$ cat config.mk
export PLATFORM = sky130hd
export DESIGN_NAME = pressure_altitude_range_tracker_unit
export DESIGN_NICKNAME = d
export VERILOG_FILES = /design/src/rtl/parat_pkg.sv /design/src/rtl/parat_front.sv /design/src/rtl/parat_fifo.sv /design/src/rtl/parat_alt_engine.sv /design/src/rtl/parat_back.sv /design/src/rtl/pressure_altitude_range_tracker_unit.sv
export SDC_FILE = /design/constraint.sdc
export NUM_CORES = 2
export LEC_CHECK = 0
export BUFFER_PORTS_ARGS = -buffer_cell sky130_fd_sc_hd__buf_4
export CORE_MARGIN = 10
export CORE_UTILIZATION = 28
export CTS_BUF_LIST = sky130_fd_sc_hd__clkbuf_4
export DETAILED_ROUTE_END_ITERATION = 16
export GPL_ROUTABILITY_DRIVEN = 0
export PLACE_DENSITY_LB_ADDON = 0.05
export REMOVE_ABC_BUFFERS = 1
export SETUP_SLACK_MARGIN = 0.1
export SYNTH_ARGS = -nofsm -noshare
export SYNTH_HDL_FRONTEND = slang
export SYNTH_SLANG_ARGS = --single-unit
$ cat constraint.sdc
create_clock -name clock -period 10.55 [get_ports clock]
set_input_delay 1.055 -clock clock [delete_from_list [all_inputs] [get_ports clock]]
set_output_delay 1.055 -clock clock [all_outputs]
set_load 0.1 [all_outputs]
$ cat src/rtl/parat_pkg.sv
`timescale 1ns / 1ps
// Shared types, constants and elaboration-time functions for the pressure
// altitude range tracker. No dependencies.
package parat_pkg;

   localparam int FRAC_BITS_DEFAULT   = 20;
   localparam int QUEUE_DEPTH_DEFAULT = 2;

   localparam int PRESS_W     = 17;
   localparam int MIN_PRESS_W = 20;
   localparam int ALT_W       = 23;

   localparam int REQ_DATA_W = 24;
   localparam int RSP_DATA_W = 120;
   localparam int CSR_ADDR_W = 3;
   localparam int CSR_DATA_W = 32;

   localparam logic CSR_SEA_LEVEL_IDX = 1'b0;

   localparam logic [PRESS_W-1:0]          SEA_LEVEL_RESET = 17'd101325;
   localparam logic [PRESS_W-1:0]          PEAK_P_RESET    = 17'd0;
   localparam logic [MIN_PRESS_W-1:0]      FLOOR_P_RESET   = 20'd1000000;
   localparam logic signed [ALT_W-1:0]     CUR_H_RESET     = 23'sd0;
   localparam logic signed [ALT_W-1:0]     PEAK_H_RESET    = -23'sd10000;
   localparam logic signed [ALT_W-1:0]     FLOOR_H_RESET   = 23'sd200000;

   localparam logic signed [23:0] ALT_SCALE = 24'sd4430000;
   localparam int                 ALT_MAX   = 4194303;
   localparam int                 ALT_MIN   = -4194304;

   // 0.1903 in fixed point: (K_NUM * 2^F + K_ROUND) / K_DEN
   localparam longint unsigned K_NUM   = 1903;
   localparam longint unsigned K_ROUND = 5000;
   localparam longint unsigned K_DEN   = 10000;

   typedef struct packed {
      logic               accepted;
      logic [PRESS_W-1:0] pressure;
   } queue_item_type;

   typedef struct packed {
      logic                    accepted;
      logic [4:0]              update_mask;
      logic                    pressure_report;
      logic                    altitude_report;
      logic [PRESS_W-1:0]      max_pressure;
      logic [MIN_PRESS_W-1:0]  min_pressure;
      logic signed [ALT_W-1:0] cur_altitude;
      logic signed [ALT_W-1:0] max_altitude;
      logic signed [ALT_W-1:0] min_altitude;
   } result_type;

   function automatic logic [63:0] isqrt64(input logic [63:0] v);
      logic [31:0] res;
      logic [31:0] cand;
      res = '0;
      for (int b = 31; b >= 0; b--) begin
         cand = res | (32'd1 << b);
         if (({32'd0, cand} * {32'd0, cand}) <= v) begin
            res = cand;
         end
      end
      return {32'd0, res};
   endfunction

   // Root 2^(1/2^steps) scaled by 2^frac_bits, built by repeated floor square roots.
   function automatic logic [63:0] exp_root(input int frac_bits, input int steps);
      logic [63:0] root;
      root = 64'd2 << frac_bits;
      for (int k = 0; k < steps; k++) begin
         root = isqrt64(root << frac_bits);
      end
      return root;
   endfunction

endpackage

$ cat src/rtl/parat_front.sv
`timescale 1ns / 1ps
// Front end: accepts pressure transactions and tags each as accepted or rejected.
// Depends on parat_pkg.
module parat_front (
   input  logic                            clock,
   input  logic                            reset,
   input  logic                            req_tvalid,
   output logic                            req_tready,
   input  logic [parat_pkg::PRESS_W-1:0]   pressure,
   input  logic                            queue_full,
   output logic                            queue_push,
   output parat_pkg::queue_item_type       queue_item
);

   logic [parat_pkg::PRESS_W-1:0] last_p_ff;
   logic [parat_pkg::PRESS_W-1:0] last_p_in;
   logic                          take;

   assign req_tready = !queue_full;
   assign take       = req_tvalid && !queue_full;
   assign queue_push = take;

   always_comb begin
      queue_item.pressure = pressure;
      queue_item.accepted = (pressure != '0) && (pressure != last_p_ff);
      last_p_in           = last_p_ff;
      if (take && queue_item.accepted) begin
         last_p_in = pressure;
      end
   end

   always_ff @(posedge clock) begin
      if (reset) begin
         last_p_ff <= '0;
      end else begin
         last_p_ff <= last_p_in;
      end
   end

endmodule

$ cat src/rtl/parat_fifo.sv
`timescale 1ns / 1ps
// Small queue of classified samples between front and back end.
// Depends on parat_pkg.
module parat_fifo #(
   parameter int DEPTH = parat_pkg::QUEUE_DEPTH_DEFAULT
) (
   input  logic                      clock,
   input  logic                      reset,
   input  logic                      push,
   input  parat_pkg::queue_item_type push_item,
   output logic                      full,
   input  logic                      pop,
   output logic                      valid,
   output parat_pkg::queue_item_type pop_item
);

   localparam int PTR_W = (DEPTH > 1) ? $clog2(DEPTH) : 1;
   localparam int CNT_W = $clog2(DEPTH + 1);

   parat_pkg::queue_item_type mem_ff [DEPTH];
   logic [PTR_W-1:0] wr_ptr_ff, wr_ptr_in;
   logic [PTR_W-1:0] rd_ptr_ff, rd_ptr_in;
   logic [CNT_W-1:0] count_ff, count_in;

   assign full     = (count_ff == CNT_W'(DEPTH));
   assign valid    = (count_ff != '0);
   assign pop_item = mem_ff[rd_ptr_ff];

   always_comb begin
      wr_ptr_in = wr_ptr_ff;
      rd_ptr_in = rd_ptr_ff;
      count_in  = count_ff;
      if (push) begin
         wr_ptr_in = (wr_ptr_ff == PTR_W'(DEPTH - 1)) ? '0 : wr_ptr_ff + 1'b1;
      end
      if (pop) begin
         rd_ptr_in = (rd_ptr_ff == PTR_W'(DEPTH - 1)) ? '0 : rd_ptr_ff + 1'b1;
      end
      if (push && !pop) begin
         count_in = count_ff + 1'b1;
      end else if (pop && !push) begin
         count_in = count_ff - 1'b1;
      end
   end

   always_ff @(posedge clock) begin
      if (push) begin
         mem_ff[wr_ptr_ff] <= push_item;
      end
   end

   always_ff @(posedge clock) begin
      if (reset) begin
         wr_ptr_ff <= '0;
         rd_ptr_ff <= '0;
         count_ff  <= '0;
      end else begin
         wr_ptr_ff <= wr_ptr_in;
         rd_ptr_ff <= rd_ptr_in;
         count_ff  <= count_in;
      end
   end

endmodule

$ cat src/rtl/parat_alt_engine.sv
`timescale 1ns / 1ps
// Iterative altitude engine: ratio divide, log2, scale by 0.1903, exp2, final scaling.
// Depends on parat_pkg.
module parat_alt_engine #(
   parameter int FRAC_BITS = parat_pkg::FRAC_BITS_DEFAULT
) (
   input  logic                                 clock,
   input  logic                                 reset,
   input  logic                                 start,
   input  logic [parat_pkg::PRESS_W-1:0]        pressure,
   input  logic [parat_pkg::PRESS_W-1:0]        sea_level,
   output logic                                 done,
   output logic signed [parat_pkg::ALT_W-1:0]   altitude
);

   localparam int F  = FRAC_BITS;
   localparam int CW = $clog2(F + 1);
   localparam int IW = $clog2(F);
   localparam int EW = $clog2(F + 1);
   localparam int LW = F + EW + 1;
   localparam int PW = LW + F + 1;
   localparam int DW = F + 2;
   localparam int SW = DW + 24;
   localparam int AW = SW - F;

   localparam longint unsigned K_FULL =
      ((parat_pkg::K_NUM << F) + parat_pkg::K_ROUND) / parat_pkg::K_DEN;
   localparam logic [F-1:0]  K_COEF     = K_FULL[F-1:0];
   localparam logic [DW-1:0] ONE_W      = DW'(1) << F;
   localparam logic [SW-1:0] ROUND_BIAS = {{(SW - F){1'b0}}, {F{1'b1}}};

   typedef enum logic [9:0] {
      E_IDLE  = 10'b0000000001,
      E_DIV   = 10'b0000000010,
      E_NORM  = 10'b0000000100,
      E_LOG   = 10'b0000001000,
      E_MULK  = 10'b0000010000,
      E_SPLIT = 10'b0000100000,
      E_EXP   = 10'b0001000000,
      E_DIFF  = 10'b0010000000,
      E_SCALE = 10'b0100000000,
      E_FINAL = 10'b1000000000
   } eng_state_type;

   eng_state_type          state_ff, state_in;
   logic [CW-1:0]          cnt_ff, cnt_in;
   logic [17:0]            rem_ff, rem_in;
   logic [F:0]             y_ff, y_in;
   logic [EW-1:0]          e_ff, e_in;
   logic [F-1:0]           frac_ff, frac_in;
   logic signed [PW-1:0]   prodk_ff, prodk_in;
   logic [F-1:0]           f_ff, f_in;
   logic [EW:0]            sh_ff, sh_in;
   logic [F:0]             acc_ff, acc_in;
   logic signed [DW-1:0]   d_ff, d_in;
   logic signed [SW-1:0]   sprod_ff, sprod_in;

   logic [F:0]             root_tab [F];
   logic                   sat;
   logic                   div_ge;
   logic [17:0]            div_rem;
   logic [F:0]             div_q;
   logic [2*F+1:0]         sq;
   logic [F+1:0]           ys;
   logic [EW:0]            neg_e;
   logic signed [LW-1:0]   log_val;
   logic signed [PW-1:0]   prodk_calc;
   logic signed [LW-1:0]   t_val;
   logic [EW:0]            n_val;
   logic [F:0]             root;
   logic [2*F+1:0]         mp;
   logic [F:0]             v_val;
   logic [DW-1:0]          diff;
   logic signed [SW-1:0]   sprod_calc;
   logic [SW-1:0]          rounded;
   logic signed [AW-1:0]   a_val;

   for (genvar gi = 0; gi < F; gi++) begin : g_root
      localparam logic [63:0] RV = parat_pkg::exp_root(F, gi + 1);
      assign root_tab[gi] = RV[F:0];
   end

   assign sat     = (sea_level == '0) || ({1'b0, pressure} >= {sea_level, 1'b0});
   assign div_ge  = rem_ff >= {1'b0, sea_level};
   assign div_rem = div_ge ? rem_ff - {1'b0, sea_level} : rem_ff;
   assign div_q   = {y_ff[F-1:0], div_ge};

   assign sq = {{(F + 1){1'b0}}, y_ff} * {{(F + 1){1'b0}}, y_ff};
   assign ys = sq[2*F+1:F];

   assign neg_e      = (EW + 1)'(~{1'b0, e_ff} + 1'b1);
   assign log_val    = {neg_e, frac_ff};
   assign prodk_calc = log_val * $signed({1'b0, K_COEF});
   assign t_val      = prodk_ff[F +: LW];
   assign n_val      = t_val[LW-1:F];

   assign root = root_tab[cnt_ff[IW-1:0]];
   assign mp   = {{(F + 1){1'b0}}, acc_ff} * {{(F + 1){1'b0}}, root};

   assign v_val      = acc_ff >> sh_ff;
   assign diff       = ONE_W - {1'b0, v_val};
   assign sprod_calc = d_ff * parat_pkg::ALT_SCALE;

   // truncate toward zero before dropping the fraction
   assign rounded = sprod_ff + (sprod_ff[SW-1] ? ROUND_BIAS : SW'(0));
   assign a_val   = rounded[SW-1:F];

   always_comb begin
      if (a_val > parat_pkg::ALT_MAX) begin
         altitude = parat_pkg::ALT_W'(parat_pkg::ALT_MAX);
      end else if (a_val < parat_pkg::ALT_MIN) begin
         altitude = parat_pkg::ALT_W'(parat_pkg::ALT_MIN);
      end else begin
         altitude = a_val[parat_pkg::ALT_W-1:0];
      end
   end

   always_comb begin
      state_in = state_ff;
      cnt_in   = cnt_ff;
      rem_in   = rem_ff;
      y_in     = y_ff;
      e_in     = e_ff;
      frac_in  = frac_ff;
      prodk_in = prodk_ff;
      f_in     = f_ff;
      sh_in    = sh_ff;
      acc_in   = acc_ff;
      d_in     = d_ff;
      sprod_in = sprod_ff;
      done     = 1'b0;
      unique case (state_ff)
         E_IDLE: begin
            if (start) begin
               cnt_in = '0;
               e_in   = '0;
               if (sat) begin
                  y_in     = '1;
                  state_in = E_NORM;
               end else begin
                  y_in     = '0;
                  rem_in   = {1'b0, pressure};
                  state_in = E_DIV;
               end
            end
         end
         E_DIV: begin
            rem_in = {div_rem[16:0], 1'b0};
            y_in   = div_q;
            cnt_in = cnt_ff + 1'b1;
            if (cnt_ff == CW'(F)) begin
               if (div_q == '0) begin
                  y_in = (F + 1)'(1);
               end
               state_in = E_NORM;
            end
         end
         E_NORM: begin
            if (y_ff[F]) begin
               cnt_in   = '0;
               frac_in  = '0;
               state_in = E_LOG;
            end else begin
               y_in = {y_ff[F-1:0], 1'b0};
               e_in = e_ff + 1'b1;
            end
         end
         E_LOG: begin
            frac_in = {frac_ff[F-2:0], ys[F+1]};
            y_in    = ys[F+1] ? ys[F+1:1] : ys[F:0];
            cnt_in  = cnt_ff + 1'b1;
            if (cnt_ff == CW'(F - 1)) begin
               state_in = E_MULK;
            end
         end
         E_MULK: begin
            prodk_in = prodk_calc;
            state_in = E_SPLIT;
         end
         E_SPLIT: begin
            f_in     = t_val[F-1:0];
            sh_in    = (EW + 1)'(~n_val + 1'b1);
            acc_in   = (F + 1)'(1) << F;
            cnt_in   = '0;
            state_in = E_EXP;
         end
         E_EXP: begin
            if (f_ff[F-1]) begin
               acc_in = mp[2*F:F];
            end
            f_in   = {f_ff[F-2:0], 1'b0};
            cnt_in = cnt_ff + 1'b1;
            if (cnt_ff == CW'(F - 1)) begin
               state_in = E_DIFF;
            end
         end
         E_DIFF: begin
            d_in     = diff;
            state_in = E_SCALE;
         end
         E_SCALE: begin
            sprod_in = sprod_calc;
            state_in = E_FINAL;
         end
         E_FINAL: begin
            done     = 1'b1;
            state_in = E_IDLE;
         end
         default: begin
            state_in = E_IDLE;
         end
      endcase
   end

   always_ff @(posedge clock) begin
      if (reset) begin
         state_ff <= E_IDLE;
      end else begin
         state_ff <= state_in;
      end
   end

   always_ff @(posedge clock) begin
      cnt_ff   <= cnt_in;
      rem_ff   <= rem_in;
      y_ff     <= y_in;
      e_ff     <= e_in;
      frac_ff  <= frac_in;
      prodk_ff <= prodk_in;
      f_ff     <= f_in;
      sh_ff    <= sh_in;
      acc_ff   <= acc_in;
      d_ff     <= d_in;
      sprod_ff <= sprod_in;
   end

endmodule

$ cat src/rtl/parat_back.sv
`timescale 1ns / 1ps
// Back end: runs the altitude engine, updates tracked extremes, holds the result register.
// Depends on parat_pkg and parat_alt_engine.
module parat_back #(
   parameter int FRAC_BITS = parat_pkg::FRAC_BITS_DEFAULT
) (
   input  logic                            clock,
   input  logic                            reset,
   input  logic                            queue_valid,
   input  parat_pkg::queue_item_type       queue_item,
   output logic                            queue_pop,
   input  logic [parat_pkg::PRESS_W-1:0]   sea_level,
   output logic                            rsp_tvalid,
   input  logic                            rsp_tready,
   output parat_pkg::result_type           result
);

   localparam int AW = parat_pkg::ALT_W;

   typedef enum logic [2:0] {
      B_IDLE = 3'b001,
      B_CALC = 3'b010,
      B_HOLD = 3'b100
   } back_state_type;

   back_state_type                     bstate_ff, bstate_in;
   logic [parat_pkg::PRESS_W-1:0]      p_ff, p_in;
   logic signed [AW-1:0]               alt_ff, alt_in;
   logic [parat_pkg::PRESS_W-1:0]      peak_p_ff, peak_p_in;
   logic [parat_pkg::MIN_PRESS_W-1:0]  floor_p_ff, floor_p_in;
   logic signed [AW-1:0]               cur_h_ff, cur_h_in;
   logic signed [AW-1:0]               peak_h_ff, peak_h_in;
   logic signed [AW-1:0]               floor_h_ff, floor_h_in;
   logic                               out_valid_ff, out_valid_in;
   parat_pkg::result_type              out_ff, out_in;

   logic                 eng_start;
   logic                 eng_done;
   logic signed [AW-1:0] eng_alt;
   logic                 slot_free;
   logic                 load;
   logic                 upd;
   logic [4:0]           mask;

   parat_alt_engine #(
      .FRAC_BITS (FRAC_BITS)
   ) u_engine (
      .clock     (clock),
      .reset     (reset),
      .start     (eng_start),
      .pressure  (queue_item.pressure),
      .sea_level (sea_level),
      .done      (eng_done),
      .altitude  (eng_alt)
   );

   assign slot_free  = !out_valid_ff || rsp_tready;
   assign rsp_tvalid = out_valid_ff;
   assign result     = out_ff;

   always_comb begin
      mask[0] = p_ff > peak_p_ff;
      mask[1] = {3'b000, p_ff} < floor_p_ff;
      mask[2] = alt_ff != cur_h_ff;
      mask[3] = alt_ff > peak_h_ff;
      mask[4] = alt_ff < floor_h_ff;
   end

   always_comb begin
      bstate_in = bstate_ff;
      p_in      = p_ff;
      alt_in    = alt_ff;
      queue_pop = 1'b0;
      eng_start = 1'b0;
      load      = 1'b0;
      upd       = 1'b0;
      unique case (bstate_ff)
         B_IDLE: begin
            if (queue_valid) begin
               if (queue_item.accepted) begin
                  queue_pop = 1'b1;
                  eng_start = 1'b1;
                  p_in      = queue_item.pressure;
                  bstate_in = B_CALC;
               end else if (slot_free) begin
                  queue_pop = 1'b1;
                  load      = 1'b1;
               end
            end
         end
         B_CALC: begin
            if (eng_done) begin
               alt_in    = eng_alt;
               bstate_in = B_HOLD;
            end
         end
         B_HOLD: begin
            if (slot_free) begin
               load      = 1'b1;
               upd       = 1'b1;
               bstate_in = B_IDLE;
            end
         end
         default: begin
            bstate_in = B_IDLE;
         end
      endcase
   end

   always_comb begin
      peak_p_in  = (upd && mask[0]) ? p_ff : peak_p_ff;
      floor_p_in = (upd && mask[1]) ? {3'b000, p_ff} : floor_p_ff;
      cur_h_in   = (upd && mask[2]) ? alt_ff : cur_h_ff;
      peak_h_in  = (upd && mask[3]) ? alt_ff : peak_h_ff;
      floor_h_in = (upd && mask[4]) ? alt_ff : floor_h_ff;

      out_in                 = out_ff;
      out_valid_in           = rsp_tready ? 1'b0 : out_valid_ff;
      if (load) begin
         out_valid_in           = 1'b1;
         out_in.accepted        = upd;
         out_in.update_mask     = upd ? mask : 5'b00000;
         out_in.pressure_report = upd && (mask[1:0] != 2'b00);
         out_in.altitude_report = upd && (mask[4:2] != 3'b000);
         out_in.max_pressure    = peak_p_in;
         out_in.min_pressure    = floor_p_in;
         out_in.cur_altitude    = cur_h_in;
         out_in.max_altitude    = peak_h_in;
         out_in.min_altitude    = floor_h_in;
      end
   end

   always_ff @(posedge clock) begin
      if (reset) begin
         bstate_ff    <= B_IDLE;
         peak_p_ff    <= parat_pkg::PEAK_P_RESET;
         floor_p_ff   <= parat_pkg::FLOOR_P_RESET;
         cur_h_ff     <= parat_pkg::CUR_H_RESET;
         peak_h_ff    <= parat_pkg::PEAK_H_RESET;
         floor_h_ff   <= parat_pkg::FLOOR_H_RESET;
         out_valid_ff <= 1'b0;
      end else begin
         bstate_ff    <= bstate_in;
         peak_p_ff    <= peak_p_in;
         floor_p_ff   <= floor_p_in;
         cur_h_ff     <= cur_h_in;
         peak_h_ff    <= peak_h_in;
         floor_h_ff   <= floor_h_in;
         out_valid_ff <= out_valid_in;
      end
   end

   always_ff @(posedge clock) begin
      p_ff   <= p_in;
      alt_ff <= alt_in;
      out_ff <= out_in;
   end

   a_done_in_calc: assert property (@(posedge clock) disable iff (reset)
      eng_done |-> bstate_ff == B_CALC)
      else $error("engine finished outside of calculation");

   a_pop_nonempty: assert property (@(posedge clock) disable iff (reset)
      queue_pop |-> queue_valid)
      else $error("queue popped while empty");

   a_reject_no_mask: assert property (@(posedge clock) disable iff (reset)
      out_valid_ff && !out_ff.accepted |-> out_ff.update_mask == 5'b00000)
      else $error("rejected transaction carries an update mask");

   a_peak_floor: assert property (@(posedge clock) disable iff (reset)
      peak_h_ff >= parat_pkg::PEAK_H_RESET)
      else $error("peak altitude dropped below its reset value");

endmodule

$ cat src/rtl/pressure_altitude_range_tracker_unit.sv
`timescale 1ns / 1ps
// Top level of the pressure altitude range tracker: CSR port, front end, queue, back end.
// Depends on parat_pkg, parat_front, parat_fifo and parat_back.

// Takes one barometric pressure sample per transaction and returns one result per
// sample, in order. Zero samples and repeats of the last accepted sample pass through
// the queue and are loaded into the result register when the back end is free, with
// the tracked values unchanged. An accepted sample runs through a single iterative
// altitude engine: a restoring divide for the ratio (skipped when the ratio saturates),
// normalization, FRAC_BITS squaring steps for log2, FRAC_BITS root-multiply steps for
// exp2 and five fixed steps; it also passes through the queue, the engine start and
// the update of the tracked values. Any wait for the back end or the response side
// adds to the time from acceptance to a valid response. The engine handles one sample
// at a time; a short queue lets the input side keep accepting while it works.
// sea_level_pressure lives at byte address 0 of the CSR port and should only be
// written while the block is idle.
module pressure_altitude_range_tracker_unit #(
   parameter int FRAC_BITS   = parat_pkg::FRAC_BITS_DEFAULT,
   parameter int QUEUE_DEPTH = parat_pkg::QUEUE_DEPTH_DEFAULT
) (
   input  logic                                clock,
   input  logic                                reset,
   // req_tdata: pressure_pa[16:0], zero pad [23:17]
   input  logic                                req_tvalid,
   output logic                                req_tready,
   input  logic [parat_pkg::REQ_DATA_W-1:0]    req_tdata,
   // rsp_tdata: accepted[0], update_mask[5:1], pressure_report[6], altitude_report[7],
   // max_pressure[24:8], min_pressure[44:25], cur_altitude[67:45],
   // max_altitude[90:68], min_altitude[113:91], zero pad [119:114]
   output logic                                rsp_tvalid,
   input  logic                                rsp_tready,
   output logic [parat_pkg::RSP_DATA_W-1:0]    rsp_tdata,
   input  logic                                csr_psel,
   input  logic                                csr_penable,
   input  logic                                csr_pwrite,
   input  logic [parat_pkg::CSR_ADDR_W-1:0]    csr_paddr,
   input  logic [parat_pkg::CSR_DATA_W-1:0]    csr_pwdata,
   output logic [parat_pkg::CSR_DATA_W-1:0]    csr_prdata,
   output logic                                csr_pready
);

   logic [parat_pkg::PRESS_W-1:0] sea_level_ff, sea_level_in;
   logic                          csr_write;

   logic                      q_push;
   logic                      q_full;
   logic                      q_pop;
   logic                      q_valid;
   parat_pkg::queue_item_type q_push_item;
   parat_pkg::queue_item_type q_pop_item;
   parat_pkg::result_type     result;

   assign csr_pready = 1'b1;
   assign csr_write  = csr_psel && csr_penable && csr_pwrite && csr_pready;

   always_comb begin
      sea_level_in = sea_level_ff;
      if (csr_write && (csr_paddr[2] == parat_pkg::CSR_SEA_LEVEL_IDX)) begin
         sea_level_in = csr_pwdata[parat_pkg::PRESS_W-1:0];
      end
      if (csr_paddr[2] == parat_pkg::CSR_SEA_LEVEL_IDX) begin
         csr_prdata = {{(parat_pkg::CSR_DATA_W - parat_pkg::PRESS_W){1'b0}}, sea_level_ff};
      end else begin
         csr_prdata = '0;
      end
   end

   always_ff @(posedge clock) begin
      if (reset) begin
         sea_level_ff <= parat_pkg::SEA_LEVEL_RESET;
      end else begin
         sea_level_ff <= sea_level_in;
      end
   end

   parat_front u_front (
      .clock      (clock),
      .reset      (reset),
      .req_tvalid (req_tvalid),
      .req_tready (req_tready),
      .pressure   (req_tdata[parat_pkg::PRESS_W-1:0]),
      .queue_full (q_full),
      .queue_push (q_push),
      .queue_item (q_push_item)
   );

   parat_fifo #(
      .DEPTH (QUEUE_DEPTH)
   ) u_fifo (
      .clock     (clock),
      .reset     (reset),
      .push      (q_push),
      .push_item (q_push_item),
      .full      (q_full),
      .pop       (q_pop),
      .valid     (q_valid),
      .pop_item  (q_pop_item)
   );

   parat_back #(
      .FRAC_BITS (FRAC_BITS)
   ) u_back (
      .clock       (clock),
      .reset       (reset),
      .queue_valid (q_valid),
      .queue_item  (q_pop_item),
      .queue_pop   (q_pop),
      .sea_level   (sea_level_ff),
      .rsp_tvalid  (rsp_tvalid),
      .rsp_tready  (rsp_tready),
      .result      (result)
   );

   assign rsp_tdata = {6'b000000,
                       result.min_altitude,
                       result.max_altitude,
                       result.cur_altitude,
                       result.min_pressure,
                       result.max_pressure,
                       result.altitude_report,
                       result.pressure_report,
                       result.update_mask,
                       result.accepted};

endmodule
==> flow_summary.yaml <==
finish:
  nFillCells: 24916
  nets: 8728
  fin_cells: 10250
  drive_gt1_share_pct: 11.2
  syn2layout_area_growth_pct: 11.8
  design_area_sq_um: 75200
route:
  ant_nets: 0
  wirelength_mm: 184
  drc: 0
  initialDrtViolationCount: 1658
  vias_per_cell: 4.38
  dr.pass1.iters: 5
  route.vias.total: 44860
  wire_per_inst_um: 18.0
placed_design:
  hpwlAfterDp_mm: 146
  placed_cell_area_sq_um: 72500
  portBuffers: 174
  placed_cells: 9888
timing:
  grt_setup_unrepaired: "false"
  hold_slack_ps: 223
  setup-violations-final: 0
  fin_crit_ps: 9390
  setup-tns-final_ps: 0
  slew_viol_final: 0
  clock_skew_ps: 75.4
  tightest_slew_ps: 1210
  relSlewSlack_pct: 19.6
  finalHoldViolCount: 0
  fmax_mhz: 106
  min_period_over_period_pct: 89.0
synthesis:
  netlist_instances: 6663
  synth_commonest_cells: "inv_1, fa_1, ha_1, nand2_1, edfxtp_1"
  synth_area_sq_um: 67200
  synth-seq-area-share_pct: 22.4
  synth_edf_count: 395
  synth.distinct_cells: 87
  synth_ff_type: "edfxtp_1"
  synth_top_cell_area_share_pct: 28.9
  yosys.cell_count.top_type: "inv_1"
  ys_top_cells_by_area: "fa_1, edfxtp_1, ha_1"
  ys_warn_count: 0
  syn_avg_cell_area_sq_um: 10.1
  synth-seq-cells: 554
  yosysTopAreaCell: "fa_1"
  synthArstFlopShare_pct: 0
setup_path:
  r2r_slack_ps: 1160
  r2r-end: "u_back.u_engine.acc_ff[19]"
  slowest_delay_ps: 810
  crit_fanout: 21
  rr_worst_depth: 32
  startpoint_type: "register"
  crit_arrival_ps: 10350
  crit_slowest_cell: "o311ai_0"
  worstSetupPathType: "register to register"
  worst_ep_required_time_ps: 11510
  end_kind: "register"
  r2r_start: "u_back.u_engine.cnt_ff[1]"
die:
  num_rows: 179
  fp.dieW_um: 510
  ios: 221
  fp.dieH_um: 510
  die-area_sq_um: 260000
  core_area_sq_um: 238000
  start_util_pct: 28.2
cts:
  cts.sinks: 554
  clkLatencyLatePin_ps: 1250
  clk_pin_slew_ps: 60
  tritoncts: "done"
  cts-root-buf: "clkbuf_4"
  cts_buffer_depth: 3
  h-tree-depth: 4
  cts_resized: 0
  cts_setup_buffers: 0
  cts_made_buffers: 172
global_routing:
  use_met1_pct: 19.8
  grt_util_all_layers_pct: 14.4
  grt_max_degree: 68
  grt_pass1_wl_mm: 293
  met3_usage_pct: 2.13
  grt_overflow: 0
  top_usage_layer: "met2"
  grtUsageMet2_pct: 23.9
  antenna_found_initial: 18
  grt_pass1_vias: 49475
job:
  cap_violations: 0
min_path:
  worstHoldStart: "req_tvalid"
  hp-class: "primary input to register"
  holdPathEnd: "u_fifo.wr_ptr_ff"
  whs_path_depth: 4
status:
  status: "finished, final reports clean"
logic make-up (layout without fill, tap and decap cells):
family	Yosys count	in the layout	share of synthesized area, %
adders and majority gates	1733	1733	43.1
buffers and inverters	1711	2096	9.73
and+or+nand+nor	1533	1533	11.4
AOI/OAI and AO/OA	669	669	6.45
DFF	554	554	22.4
xor gates and xnor gates	242	242	3.15
muxes	219	219	3.79
other	2	37	0.0112
how the worst max path moves through the flow:
| stage | startpoint | endpoint | cells past startpoint |
|---|---|---|---|
| 2_1_floorplan | u_back.u_engine.e_ff[0] | u_back.u_engine.prodk_ff[44] | 23 |
| 4_1_cts | u_back.u_engine.cnt_ff[1] | u_back.u_engine.acc_ff[20] | 32 |
| 5_1_grt | u_back.u_engine.cnt_ff[1] | u_back.u_engine.acc_ff[20] | 32 |
| 3_3_place_gp | u_back.u_engine.cnt_ff[1] | u_back.u_engine.acc_ff[20] | 32 |
| 3_5_place_dp | u_back.u_engine.cnt_ff[1] | u_back.u_engine.acc_ff[20] | 32 |
| 6_report | u_back.u_engine.cnt_ff[1] | u_back.u_engine.acc_ff[19] | 32 |
routing by layer:
| layer | vias to the layer above | routed length (um) |
|---|---|---|
| met2 | 596 | 86000 |
| li1 | 21800 | - |
| met3 | 201 | 6060 |
| met5 | - | 75 |
| met1 | 22253 | 88800 |
| met4 | 10 | 3120 |
through the flow:
step	setup WS, ps	utilization, %
finish	1160	31.5
global route	500	31.5
CTS	1010	31.5
detailed placement	1020	30.4
global placement	1040	30.4
floorplan	1440	-
placed cells by master (no fill, tap or decap), types with 16 or more instances in the layout:
cell	n
dfxtp_1	159
nor3_1	37
nor2_1	265
nor4_1	23
buf_4	285
or2_2	36
o21ai_0	129
ha_1	762
nor2b_1	101
o21bai_1	17
nand3_1	48
and3_1	49
a31oi_1	19
mux2_2	123
clkinv_1	33
o21a_1	32
fa_1	971
o211ai_1	23
conb_1	22
nand2_1	505
nand4_1	43
inv_1	1461
dlygate4sd3_1	34
nand2b_1	56
a211oi_1	19
mux2i_1	80
edfxtp_1	395
clkbuf_4	265
xor2_1	83
and2_1	300
a21oi_1	210
a21o_1	89
mux4_2	16
xnor2_1	159
sequential cells by signal, indices dropped and copies added, names as in the netlist, 18 cells and up, named ones only:
register                  cells
u_back.cur_h_ff              23
u_back.u_engine.d_ff         22
u_back.u_engine.acc_ff       21
u_back.u_engine.f_ff         20
u_back.floor_h_ff            23
u_back.u_engine.sprod_ff     42
u_back.u_engine.prodk_ff     25
u_back.alt_ff                23
u_back.peak_h_ff             23
u_fifo.mem_ff                36
u_back.floor_p_ff            20
u_back.u_engine.rem_ff       18
u_back.u_engine.y_ff         21
u_back.u_engine.frac_ff      20
u_back.result               114
critical path, delay by kind of cell (launching register included):
| kind | cells | cell delay [ps] |
|---|---|---|
| simple gates | 6 | 980 |
| fa+ha+maj | 9 | 4070 |
| flops | 1 | 600 |
| xor+xnor | 1 | 140 |
| compound gates | 7 | 2260 |
| buf+inv | 9 | 1080 |
cell type report:
type                    instances  area, sq um  share of cell area, %
multi-input cells            4418        45900                   61.0
clock inverters                48          292                  0.388
inverters                    1463         5490                   7.31
repair buffers                320         2490                   3.31
clock buffers                 265         1990                   2.65
flip-flops and latches        554        15000                   20.0
well taps                    3167         3960                   5.27
diodes                         15         37.5                 0.0499
repair_timing:
action | 4_1_cts | 5_1_grt
hold buffers | 34 | 0
hold endpoints to repair | 67 | 0
setup endpoints to repair | 0 | 0
Power is not shown: default switching activity piles up to over one toggle a cycle in this logic, so the estimate is an artifact.
